===== config.mk =====
export PLATFORM = sky130hd
export DESIGN_NAME = windowed_min_filter_jump_detect
export DESIGN_NICKNAME = d
export VERILOG_FILES = /design/src/design/wmf_pkg.sv /design/src/design/windowed_min_filter_jump_detect.sv /design/src/design/wmf_regs.sv /design/src/design/wmf_store.sv
export SDC_FILE = /design/constraint.sdc
export NUM_CORES = 2
export LEC_CHECK = 0
export BUFFER_PORTS_ARGS = -buffer_cell sky130_fd_sc_hd__buf_4
export CORE_ASPECT_RATIO = 0.9
export CORE_MARGIN = 2
export CORE_UTILIZATION = 60
export CTS_BUF_LIST = sky130_fd_sc_hd__clkbuf_4
export DETAILED_ROUTE_END_ITERATION = 12
export GPL_TIMING_DRIVEN = 0
export PLACE_DENSITY_LB_ADDON = 0.2
export SYNTH_ARGS = -nofsm -noshare
export SYNTH_HDL_FRONTEND = slang
export SYNTH_SLANG_ARGS = --single-unit

===== constraint.sdc =====
create_clock -name aclk -period 10.9 [get_ports aclk]
set_input_delay 2.18 -clock aclk [delete_from_list [all_inputs] [get_ports aclk]]
set_output_delay 2.18 -clock aclk [all_outputs]
set_load 0.01 [all_outputs]

===== src/design/wmf_pkg.sv =====
package wmf_pkg;

    // Store geometry and field widths.
    localparam int MAX_WINDOW  = 64;
    localparam int SAMPLE_BITS = 48;
    localparam int ADDR_BITS   = $clog2(MAX_WINDOW);
    localparam int CNT_BITS    = $clog2(MAX_WINDOW + 1);

    // Configuration register widths and port geometry.
    localparam int WIN_BITS      = 7;
    localparam int THR_BITS      = 30;
    localparam int APB_ADDR_BITS = 3;
    localparam int APB_DATA_BITS = 32;

    // Register index codes, taken from paddr[2].
    localparam logic REG_IDX_WINDOW    = 1'b0;
    localparam logic REG_IDX_THRESHOLD = 1'b1;

    localparam logic [WIN_BITS-1:0] WINDOW_RESET    = WIN_BITS'(16);
    localparam logic [THR_BITS-1:0] THRESHOLD_RESET = THR_BITS'(10000);

    typedef logic signed [SAMPLE_BITS-1:0] sample_t;

    localparam sample_t SAMPLE_MAX = {1'b0, {(SAMPLE_BITS-1){1'b1}}};

    typedef struct packed {
        logic [WIN_BITS-1:0] window_length;
        logic [THR_BITS-1:0] jump_threshold;
    } cfg_t;

    // Window length as used by the datapath: zero acts as one, and anything
    // above the store depth acts as the store depth.
    function automatic logic [CNT_BITS-1:0] active_window(input logic [WIN_BITS-1:0] wl);
        logic [CNT_BITS-1:0] w;
        if (wl == '0) begin
            w = CNT_BITS'(1);
        end else if (int'(wl) > MAX_WINDOW) begin
            w = CNT_BITS'(MAX_WINDOW);
        end else begin
            w = CNT_BITS'(wl);
        end
        return w;
    endfunction

endpackage


===== src/design/windowed_min_filter_jump_detect.sv =====
// Sliding-window minimum filter with path-jump detection.
//
// Delay samples arrive as transfers on the s_ channel (valid/ready); each
// produces exactly one m_ result transfer with the running minimum and a
// path-jump flag. Window length (byte address 0) and jump threshold (byte
// address 4) are written through the APB port; the user must write them only
// while the block is idle, which it does not enforce. pready is always high.
//
// A sample that does not trigger a rescan passes from the input transfer
// through the finish state to a valid result. When the minimum ages out,
// the stored entries are read back from the sample memory one per cycle
// through its single read port in the scan state, followed by the check and
// finish states; the entries read are the filled entries in the window (at
// most 64). The block takes one item at a time: s_ready is high only while
// no item is in flight.
//
// The result sits in an output register, so a new input transfer is taken
// while an earlier result still waits; if the receiver stalls, the next item
// holds in its final step until the output register frees up. Reset clears
// the control state, restores the register defaults and sets the minimum to
// the largest positive value; the sample memory needs no clearing pass.
module windowed_min_filter_jump_detect (
    input  logic                                 aclk,
    input  logic                                 aresetn,
    // Configuration port
    input  logic                                 psel,
    input  logic                                 penable,
    input  logic                                 pwrite,
    input  logic [wmf_pkg::APB_ADDR_BITS-1:0]    paddr,
    input  logic [wmf_pkg::APB_DATA_BITS-1:0]    pwdata,
    output logic [wmf_pkg::APB_DATA_BITS-1:0]    prdata,
    output logic                                 pready,
    // Sample input
    input  logic                                 s_valid,
    output logic                                 s_ready,
    input  logic signed [wmf_pkg::SAMPLE_BITS-1:0] s_delay_sample,
    // Result output
    output logic                                 m_valid,
    input  logic                                 m_ready,
    output logic signed [wmf_pkg::SAMPLE_BITS-1:0] m_window_minimum,
    output logic                                 m_jump_flag
);

    localparam int SB = wmf_pkg::SAMPLE_BITS;
    localparam int AB = wmf_pkg::ADDR_BITS;
    localparam int CB = wmf_pkg::CNT_BITS;

    typedef enum logic [3:0] {
        S_IDLE   = 4'b0001,
        S_SCAN   = 4'b0010,
        S_CHECK  = 4'b0100,
        S_FINISH = 4'b1000
    } state_t;

    wmf_pkg::cfg_t    cfg;

    state_t           state_reg,   state_next;
    logic [AB-1:0]    wp_reg,      wp_next;
    logic [CB-1:0]    fill_reg,    fill_next;
    logic [CB-1:0]    age_reg,     age_next;
    logic             has_reg,     has_next;
    wmf_pkg::sample_t run_min_reg, run_min_next;
    wmf_pkg::sample_t x_reg,       x_next;
    wmf_pkg::sample_t rescan_low_reg, rescan_low_next;
    logic [CB-1:0]    scan_idx_reg, scan_idx_next;
    logic [CB-1:0]    scan_n_reg,  scan_n_next;
    logic             pend_reg,    pend_next;
    logic             jump_reg,    jump_next;
    logic             m_valid_reg, m_valid_next;
    wmf_pkg::sample_t m_min_reg,   m_min_next;
    logic             m_jump_reg,  m_jump_next;

    logic             accept;
    logic [CB-1:0]    win;
    logic [CB-1:0]    wp_inc;
    logic [CB-1:0]    fill_acc;
    logic [CB-1:0]    age_inc;
    logic             take_new_min;
    logic [SB:0]      diff;
    logic             is_jump;
    logic             issue;
    logic             out_free;

    logic             mem_wr_en;
    logic [AB-1:0]    mem_wr_addr;
    wmf_pkg::sample_t mem_wr_data;
    wmf_pkg::sample_t mem_rd_data;

    wmf_regs u_regs (
        .aclk    (aclk),
        .aresetn (aresetn),
        .psel    (psel),
        .penable (penable),
        .pwrite  (pwrite),
        .paddr   (paddr),
        .pwdata  (pwdata),
        .prdata  (prdata),
        .pready  (pready),
        .cfg     (cfg)
    );

    wmf_store u_store (
        .aclk    (aclk),
        .wr_en   (mem_wr_en),
        .wr_addr (mem_wr_addr),
        .wr_data (mem_wr_data),
        .rd_en   (issue),
        .rd_addr (scan_idx_reg[AB-1:0]),
        .rd_data (mem_rd_data)
    );

    assign s_ready = (state_reg == S_IDLE);
    assign accept  = s_valid & s_ready;
    assign win     = wmf_pkg::active_window(cfg.window_length);

    // Pointer and counter updates for the incoming sample.
    assign wp_inc       = CB'(wp_reg) + CB'(1);
    assign fill_acc     = (fill_reg < win) ? fill_reg + CB'(1) : fill_reg;
    assign age_inc      = age_reg + CB'(1);
    assign take_new_min = !has_reg || (s_delay_sample <= run_min_reg);

    // The rise is formed one bit wider than a sample so it cannot overflow.
    assign diff    = {rescan_low_reg[SB-1], rescan_low_reg} - {run_min_reg[SB-1], run_min_reg};
    assign is_jump = !diff[SB] && (diff[SB-1:0] > SB'(cfg.jump_threshold));

    assign issue    = (state_reg == S_SCAN) && (scan_idx_reg != scan_n_reg);
    assign out_free = !m_valid_reg || m_ready;

    // The memory write port serves the new sample on acceptance and the
    // restart entry after a jump; the two never fall in the same cycle.
    always_comb begin
        mem_wr_en   = 1'b0;
        mem_wr_addr = wp_reg;
        mem_wr_data = s_delay_sample;
        if (accept) begin
            mem_wr_en = 1'b1;
        end else if ((state_reg == S_CHECK) && is_jump) begin
            mem_wr_en   = 1'b1;
            mem_wr_addr = '0;
            mem_wr_data = x_reg;
        end
    end

    always_comb begin
        state_next      = state_reg;
        wp_next         = wp_reg;
        fill_next       = fill_reg;
        age_next        = age_reg;
        has_next        = has_reg;
        run_min_next    = run_min_reg;
        x_next          = x_reg;
        rescan_low_next = rescan_low_reg;
        scan_idx_next   = scan_idx_reg;
        scan_n_next     = scan_n_reg;
        pend_next       = 1'b0;
        jump_next       = jump_reg;
        m_valid_next    = m_valid_reg & ~m_ready;
        m_min_next      = m_min_reg;
        m_jump_next     = m_jump_reg;

        case (state_reg)
            S_IDLE: begin
                if (accept) begin
                    x_next    = s_delay_sample;
                    wp_next   = (wp_inc >= win) ? '0 : wp_inc[AB-1:0];
                    fill_next = fill_acc;
                    jump_next = 1'b0;
                    if (take_new_min) begin
                        run_min_next = s_delay_sample;
                        age_next     = '0;
                        has_next     = 1'b1;
                        state_next   = S_FINISH;
                    end else if (age_inc >= win) begin
                        // Minimum aged out: rescan the filled part of the window.
                        age_next        = '0;
                        scan_idx_next   = '0;
                        scan_n_next     = (fill_acc < win) ? fill_acc : win;
                        rescan_low_next = wmf_pkg::SAMPLE_MAX;
                        state_next      = S_SCAN;
                    end else begin
                        age_next   = age_inc;
                        state_next = S_FINISH;
                    end
                end
            end
            S_SCAN: begin
                // Reads are issued one per cycle; read data returns in the next cycle.
                pend_next = issue;
                if (issue) begin
                    scan_idx_next = scan_idx_reg + CB'(1);
                end
                if (pend_reg && (mem_rd_data < rescan_low_reg)) begin
                    rescan_low_next = mem_rd_data;
                end
                if (!issue && !pend_reg) begin
                    state_next = S_CHECK;
                end
            end
            S_CHECK: begin
                if (is_jump) begin
                    // Restart holding only the current sample in entry zero.
                    jump_next    = 1'b1;
                    run_min_next = x_reg;
                    fill_next    = CB'(1);
                    wp_next      = (win > CB'(1)) ? AB'(1) : '0;
                end else begin
                    run_min_next = rescan_low_reg;
                end
                state_next = S_FINISH;
            end
            S_FINISH: begin
                if (out_free) begin
                    m_valid_next = 1'b1;
                    m_min_next   = run_min_reg;
                    m_jump_next  = jump_reg;
                    state_next   = S_IDLE;
                end
            end
            default: begin
                state_next = S_IDLE;
            end
        endcase
    end

    always_ff @(posedge aclk) begin
        if (!aresetn) begin
            state_reg   <= S_IDLE;
            wp_reg      <= '0;
            fill_reg    <= '0;
            age_reg     <= '0;
            has_reg     <= 1'b0;
            run_min_reg <= wmf_pkg::SAMPLE_MAX;
            pend_reg    <= 1'b0;
            m_valid_reg <= 1'b0;
        end else begin
            state_reg   <= state_next;
            wp_reg      <= wp_next;
            fill_reg    <= fill_next;
            age_reg     <= age_next;
            has_reg     <= has_next;
            run_min_reg <= run_min_next;
            pend_reg    <= pend_next;
            m_valid_reg <= m_valid_next;
        end
    end

    always_ff @(posedge aclk) begin
        x_reg          <= x_next;
        rescan_low_reg <= rescan_low_next;
        scan_idx_reg   <= scan_idx_next;
        scan_n_reg     <= scan_n_next;
        jump_reg       <= jump_next;
        m_min_reg      <= m_min_next;
        m_jump_reg     <= m_jump_next;
    end

    assign m_valid          = m_valid_reg;
    assign m_window_minimum = m_min_reg;
    assign m_jump_flag      = m_jump_reg;

    // An accepted sample always leaves the idle state on the next edge.
    a_accept_leaves_idle: assert property (@(posedge aclk) disable iff (!aresetn)
        accept |=> (state_reg != S_IDLE))
        else $error("accepted sample did not start processing");

    // Once a sample has been taken, the window holds at least one entry.
    a_fill_nonzero: assert property (@(posedge aclk) disable iff (!aresetn)
        has_reg |-> (fill_reg != '0))
        else $error("window empty after a sample was stored");

    // The rescan never runs past the number of entries it set out to read.
    a_scan_bound: assert property (@(posedge aclk) disable iff (!aresetn)
        (state_reg == S_SCAN) |-> (scan_idx_reg <= scan_n_reg))
        else $error("rescan index ran past its count");

    // A rescan always covers at least the sample just written.
    a_scan_nonempty: assert property (@(posedge aclk) disable iff (!aresetn)
        (state_reg == S_CHECK) |-> (scan_n_reg != '0))
        else $error("rescan finished without reading any entry");

    // A result is only loaded when the output register is free.
    a_no_overwrite: assert property (@(posedge aclk) disable iff (!aresetn)
        (m_valid_reg && !m_ready) |=> ($past(state_reg) != S_FINISH || state_reg == S_FINISH))
        else $error("pending result overwritten");

endmodule


===== src/design/wmf_regs.sv =====
module wmf_regs (
    input  logic                                 aclk,
    input  logic                                 aresetn,
    input  logic                                 psel,
    input  logic                                 penable,
    input  logic                                 pwrite,
    input  logic [wmf_pkg::APB_ADDR_BITS-1:0]    paddr,
    input  logic [wmf_pkg::APB_DATA_BITS-1:0]    pwdata,
    output logic [wmf_pkg::APB_DATA_BITS-1:0]    prdata,
    output logic                                 pready,
    output wmf_pkg::cfg_t                        cfg
);

    wmf_pkg::cfg_t cfg_reg;
    wmf_pkg::cfg_t cfg_next;
    logic          wr_strobe;

    assign pready    = 1'b1;
    assign wr_strobe = psel & penable & pwrite & pready;

    always_comb begin
        cfg_next = cfg_reg;
        if (wr_strobe) begin
            case (paddr[2])
                wmf_pkg::REG_IDX_WINDOW: begin
                    cfg_next.window_length = pwdata[wmf_pkg::WIN_BITS-1:0];
                end
                wmf_pkg::REG_IDX_THRESHOLD: begin
                    cfg_next.jump_threshold = pwdata[wmf_pkg::THR_BITS-1:0];
                end
                default: begin
                    cfg_next = cfg_reg;
                end
            endcase
        end
    end

    always_ff @(posedge aclk) begin
        if (!aresetn) begin
            cfg_reg.window_length  <= wmf_pkg::WINDOW_RESET;
            cfg_reg.jump_threshold <= wmf_pkg::THRESHOLD_RESET;
        end else begin
            cfg_reg <= cfg_next;
        end
    end

    always_comb begin
        case (paddr[2])
            wmf_pkg::REG_IDX_WINDOW: begin
                prdata = wmf_pkg::APB_DATA_BITS'(cfg_reg.window_length);
            end
            wmf_pkg::REG_IDX_THRESHOLD: begin
                prdata = wmf_pkg::APB_DATA_BITS'(cfg_reg.jump_threshold);
            end
            default: begin
                prdata = '0;
            end
        endcase
    end

    assign cfg = cfg_reg;

endmodule


===== src/design/wmf_store.sv =====
module wmf_store (
    input  logic                             aclk,
    input  logic                             wr_en,
    input  logic [wmf_pkg::ADDR_BITS-1:0]    wr_addr,
    input  wmf_pkg::sample_t                 wr_data,
    input  logic                             rd_en,
    input  logic [wmf_pkg::ADDR_BITS-1:0]    rd_addr,
    output wmf_pkg::sample_t                 rd_data
);

    // Contents are undefined until written; the controller never reads an
    // entry ahead of its write inside the contract.
    wmf_pkg::sample_t mem [wmf_pkg::MAX_WINDOW];
    wmf_pkg::sample_t rd_data_reg;

    always_ff @(posedge aclk) begin
        if (wr_en) begin
            mem[wr_addr] <= wr_data;
        end
    end

    always_ff @(posedge aclk) begin
        if (rd_en) begin
            rd_data_reg <= mem[rd_addr];
        end
    end

    assign rd_data = rd_data_reg;

endmodule

==> impl_results.rst <==
.. list-table::
   :header-rows: 1

   * - Metric
     - Value
   * - Arrival time of data at the critical path endpoint
     - 10.75 ns
   * - Met1 wire length
     - 133 mm
   * - Slew at the pin with the worst max-slew slack
     - 1.49 ns
   * - Synth Flop Type
     - edfxtp_1
   * - Post-Syn Area per Cell
     - 21.4 sq um
   * - Synth cell types
     - 77
   * - Total setup violations reported at the end of the flow
     - 0
   * - Clock-pin slew of the registers on the worst-case setup and hold paths
     - 0.07 ns
   * - Initial core utilization
     - 0.603
   * - Fraction of layout instances using a drive strength above 1
     - 0.350
   * - Top layer used by detailed routing
     - met5
   * - Number of flip-flops in the largest register
     - 3072
   * - Post-Syn Instances
     - 6320
   * - Number of global-route vias before repair
     - 73488
   * - Later-pin clock latency in the skew report
     - 1.49 ns
   * - Maximum number of pins on one net before global-route repair
     - 65
   * - Period minus WS final
     - 9.65 ns
   * - Failing checks
     - max-capacitance violations, max-slew violations
   * - CTS buffer count
     - 810
   * - Total setup buffers inserted after CTS
     - 0
   * - Total DRC errors in the routed layout
     - 0
   * - Flip-flop and latch count after synthesis
     - 3392
   * - Total met2 wirelength after detailed routing
     - 175 mm
   * - Post-DP HPWL
     - 254 mm
   * - Antenna Nets Post-Route
     - 0
   * - Combined area of all synthesized cells
     - 136000 sq um
   * - Number of gates resized after CTS
     - 0
   * - Total global-route track usage
     - 0.314
   * - PnR Total Power
     - 0.0258 W
   * - Library cell used as clock root buffer
     - clkbuf_4
   * - Width of the die
     - 505 um
   * - Max transition margin
     - -0.000245
   * - Power density relative to cell area
     - 166 nW/um^2
   * - Floorplan row count
     - 165
   * - First-pass GRT wire length
     - 510 mm
   * - Min-Delay Path Class
     - reg2reg
   * - Routed via count divided by cell count
     - 6.50
   * - Top reg by flops
     - u_store.mem
   * - Endpoint required time on the critical path
     - 11.99 ns
   * - Fraction of registers with async set/reset
     - 0
   * - Overall die height
     - 455 um
   * - Worst clock skew
     - 0.113 ns
   * - Fmax
     - 0.104 GHz
   * - Final number of max-transition violations
     - 1
   * - Input/output buffers
     - 165
   * - Peak supply drop
     - 0.000123 V
   * - Core box area
     - 225000 sq um
   * - Drt initial violations
     - 9962
   * - Startpoint types
     - register
   * - Leakage
     - 51.2 nW
   * - TritonCTS sink count
     - 3392
   * - Largest fanout on the critical path
     - 21
   * - Kind of critical path
     - reg2reg
   * - Number of antenna violations at the first check in global routing
     - 36
   * - Cts-stage hold buffer count
     - 0
   * - Final-stage net count
     - 7807
   * - Routed wire length
     - 358 mm
   * - Total die area
     - 230000 sq um
   * - EDFF count, synth
     - 3280
   * - Average detailed-routed wire length per instance
     - 32.2 um
   * - Total iterations of the first detailed-routing run
     - 8
   * - Outcome
     - finished with violations
   * - Layout overhead on the synthesized area
     - 14.5%
   * - Part of the cycle the worst path needs
     - 0.886
   * - Post-Route Hold Slack
     - 0.451 ns
   * - H-tree depth
     - 6
   * - Overflow after GRT
     - 0
   * - Final non-filler cell total
     - 11125
   * - Sequential element share of the synthesized area
     - 0.743
   * - Nature of the critical path endpoint
     - register
   * - Met3 wire length
     - 40.4 mm
   * - Final hold violations
     - 0
   * - Detailed-route via count
     - 72319
   * - I/O pin count
     - 174
   * - Count of yosys warnings during synthesis
     - 0
   * - Max Cap Violations
     - 1
   * - Number of placed instances, taps included
     - 9705
   * - CTS max path bufs
     - 4
   * - Unrepaired setup endpoints after global routing
     - false
   * - CTS tree
     - done
   * - Final GP Congestion
     - 0.931
## critical path: stages, from the launching register on
cell	delay [ns]
dfxtp_1	0.41
inv_1	0.11
ha_1	0.44
a21oi_1	0.45
o21ai_0	0.33
or4_4	0.67
a21oi_1	0.36
o21a_1	0.22
o21ai_0	0.11
xor2_1	0.19
ha_1	0.32
a211oi_1	0.24
o21bai_1	0.11
a21o_1	0.17
a21oi_1	0.32
mux2i_1	0.13
and3_1	0.25
nor4_1	0.33
nand4_1	0.28
or4_4	0.54
o21ai_4	0.56
buf_2	0.61
nand3_1	0.68
nor2_4	1.00
buf_12	0.27
buf_16	0.18
## through the flow
step	TNS (ns)	utilization	area, sq um	setup WS (ns)
floorplan	0	-	136000	2.40
global placement	-2659.03	0.626	141000	-3.79
detailed placement	0	0.646	145000	1.62
CTS	0	0.690	155000	1.52
global route	0	0.691	155000	1.14
finish	0	0.691	155000	1.25
## kinds of logic after synthesis
logic type / synth area share
flip-flops: 0.743
buffers and inverters: 0.0133
AO/OA/AOI/OAI: 0.0250
XOR/XNOR: 0.00407
other: 0.0000554
multiplexers: 0.173
adder cells (fa/ha/maj): 0.0189
AND/OR/NAND/NOR: 0.0224
## Yosys cell counts (all sizes together) (4+ instances only)
master / count / share of area
dfxtp: 112 / 0.017
nand2b: 70 / 0.0032
or2: 9 / 0.00042
and2: 5 / 0.00023
edfxtp: 3280 / 0.73
a221oi: 5 / 0.00037
a2111oi: 6 / 0.00039
inv: 145 / 0.0040
mux4: 1008 / 0.17
clkbuf: 222 / 0.0061
o22ai: 4 / 0.00018
o21ai: 82 / 0.0031
a21boi: 6 / 0.00033
and3: 13 / 0.00060
or3: 8 / 0.00037
or4: 5 / 0.00033
clkinv: 4 / 0.00011
nor2b: 21 / 0.00097
mux2i: 12 / 0.00089
ha: 203 / 0.019
nor2: 176 / 0.0049
o22a: 47 / 0.0030
mux2: 57 / 0.0047
a211oi: 14 / 0.00081
nor4: 15 / 0.00069
o31ai: 5 / 0.00031
xnor2: 40 / 0.0026
a22oi: 4 / 0.00022
nor3: 22 / 0.00081
nand2: 165 / 0.0046
o21a: 15 / 0.00083
nand4: 62 / 0.0029
xor2: 23 / 0.0015
a31oi: 11 / 0.00051
nand3: 43 / 0.0016
nor3b: 5 / 0.00028
a21oi: 142 / 0.0052
o21bai: 8 / 0.00047
buf: 96 / 0.0030
o221a: 46 / 0.0038
a21o: 55 / 0.0030
o211ai: 13 / 0.00072
## layer usage
| layer | vias to the layer above | global-route usage |
|---|---|---|
| li1 | 29564 | - |
| met1 | 37733 | 0.428 |
| met2 | 4445 | 0.506 |
| met3 | 571 | 0.0821 |
| met4 | 6 | 0.0952 |
| met5 | - | 0 |
## final cells by class
type	count	area (sq um)
buffer	318	1260
inverter	149	559
sequential	3392	101000
timing repair buffer	380	5180
antenna	14	35.0
clock inverter	237	1330
multi-input combinational	2462	33500
tap	3006	3760
fill	14104	69400
clock buffer	1167	8760
## path summary, 6_finish.rpt
| kind | end | from | depth (start not counted) | slack, ns |
|---|---|---|---|---|
| max | u_store.mem[17][16] | run_min_reg[14] | 25 | 1.25 |
| min | m_jump_flag | jump_reg | 0 | 0.45 |
| max reg2reg | u_store.mem[17][16] | run_min_reg[14] | 25 | 1.25 |
| min reg2reg | m_jump_flag | jump_reg | 0 | 0.45 |
## placed cells by master (no fill, tap or decap), types with 14 or more instances in the layout
| cell type | Yosys | final |
|---|---|---|
| o21ai_0 | 77 | 76 |
| nor2b_1 | 21 | 20 |
| o21a_1 | 15 | 15 |
| mux2_2 | 9 | 56 |
| buf_12 | 0 | 155 |
| mux4_2 | 1008 | 1008 |
| nand3_1 | 43 | 43 |
| buf_2 | 11 | 16 |
| edfxtp_1 | 3280 | 3280 |
| nor2_1 | 176 | 120 |
| ha_1 | 203 | 203 |
| bufinv_16 | 0 | 15 |
| nand2_1 | 165 | 165 |
| buf_1 | 77 | 71 |
| o22a_1 | 47 | 47 |
| a21o_1 | 55 | 55 |
| xor2_1 | 23 | 23 |
| nor2_4 | 0 | 56 |
| clkinv_2 | 0 | 21 |
| dfxtp_1 | 112 | 112 |
| diode_2 | 0 | 14 |
| clkinv_1 | 4 | 188 |
| buf_4 | 8 | 179 |
| nand4_1 | 62 | 62 |
| buf_6 | 0 | 35 |
| nor4_1 | 15 | 14 |
| o221a_2 | 46 | 46 |
| clkbuf_1 | 222 | 210 |
| xnor2_1 | 40 | 40 |
| nand2b_1 | 70 | 70 |
| nor3_1 | 22 | 15 |
| inv_1 | 145 | 145 |
| a21oi_1 | 142 | 141 |
| clkbuf_4 | 0 | 1168 |
## where the power goes
group | total [W] | internal [W] | switching [W]
sequential | 0.0144 | 0.0144 | 0.0000476
combinational | 0.00124 | 0.000456 | 0.000787
clock | 0.0102 | 0.00525 | 0.00493
total | 0.0258 | 0.0201 | 0.00577
No activity file was read; power rests on OpenSTA's default activity.
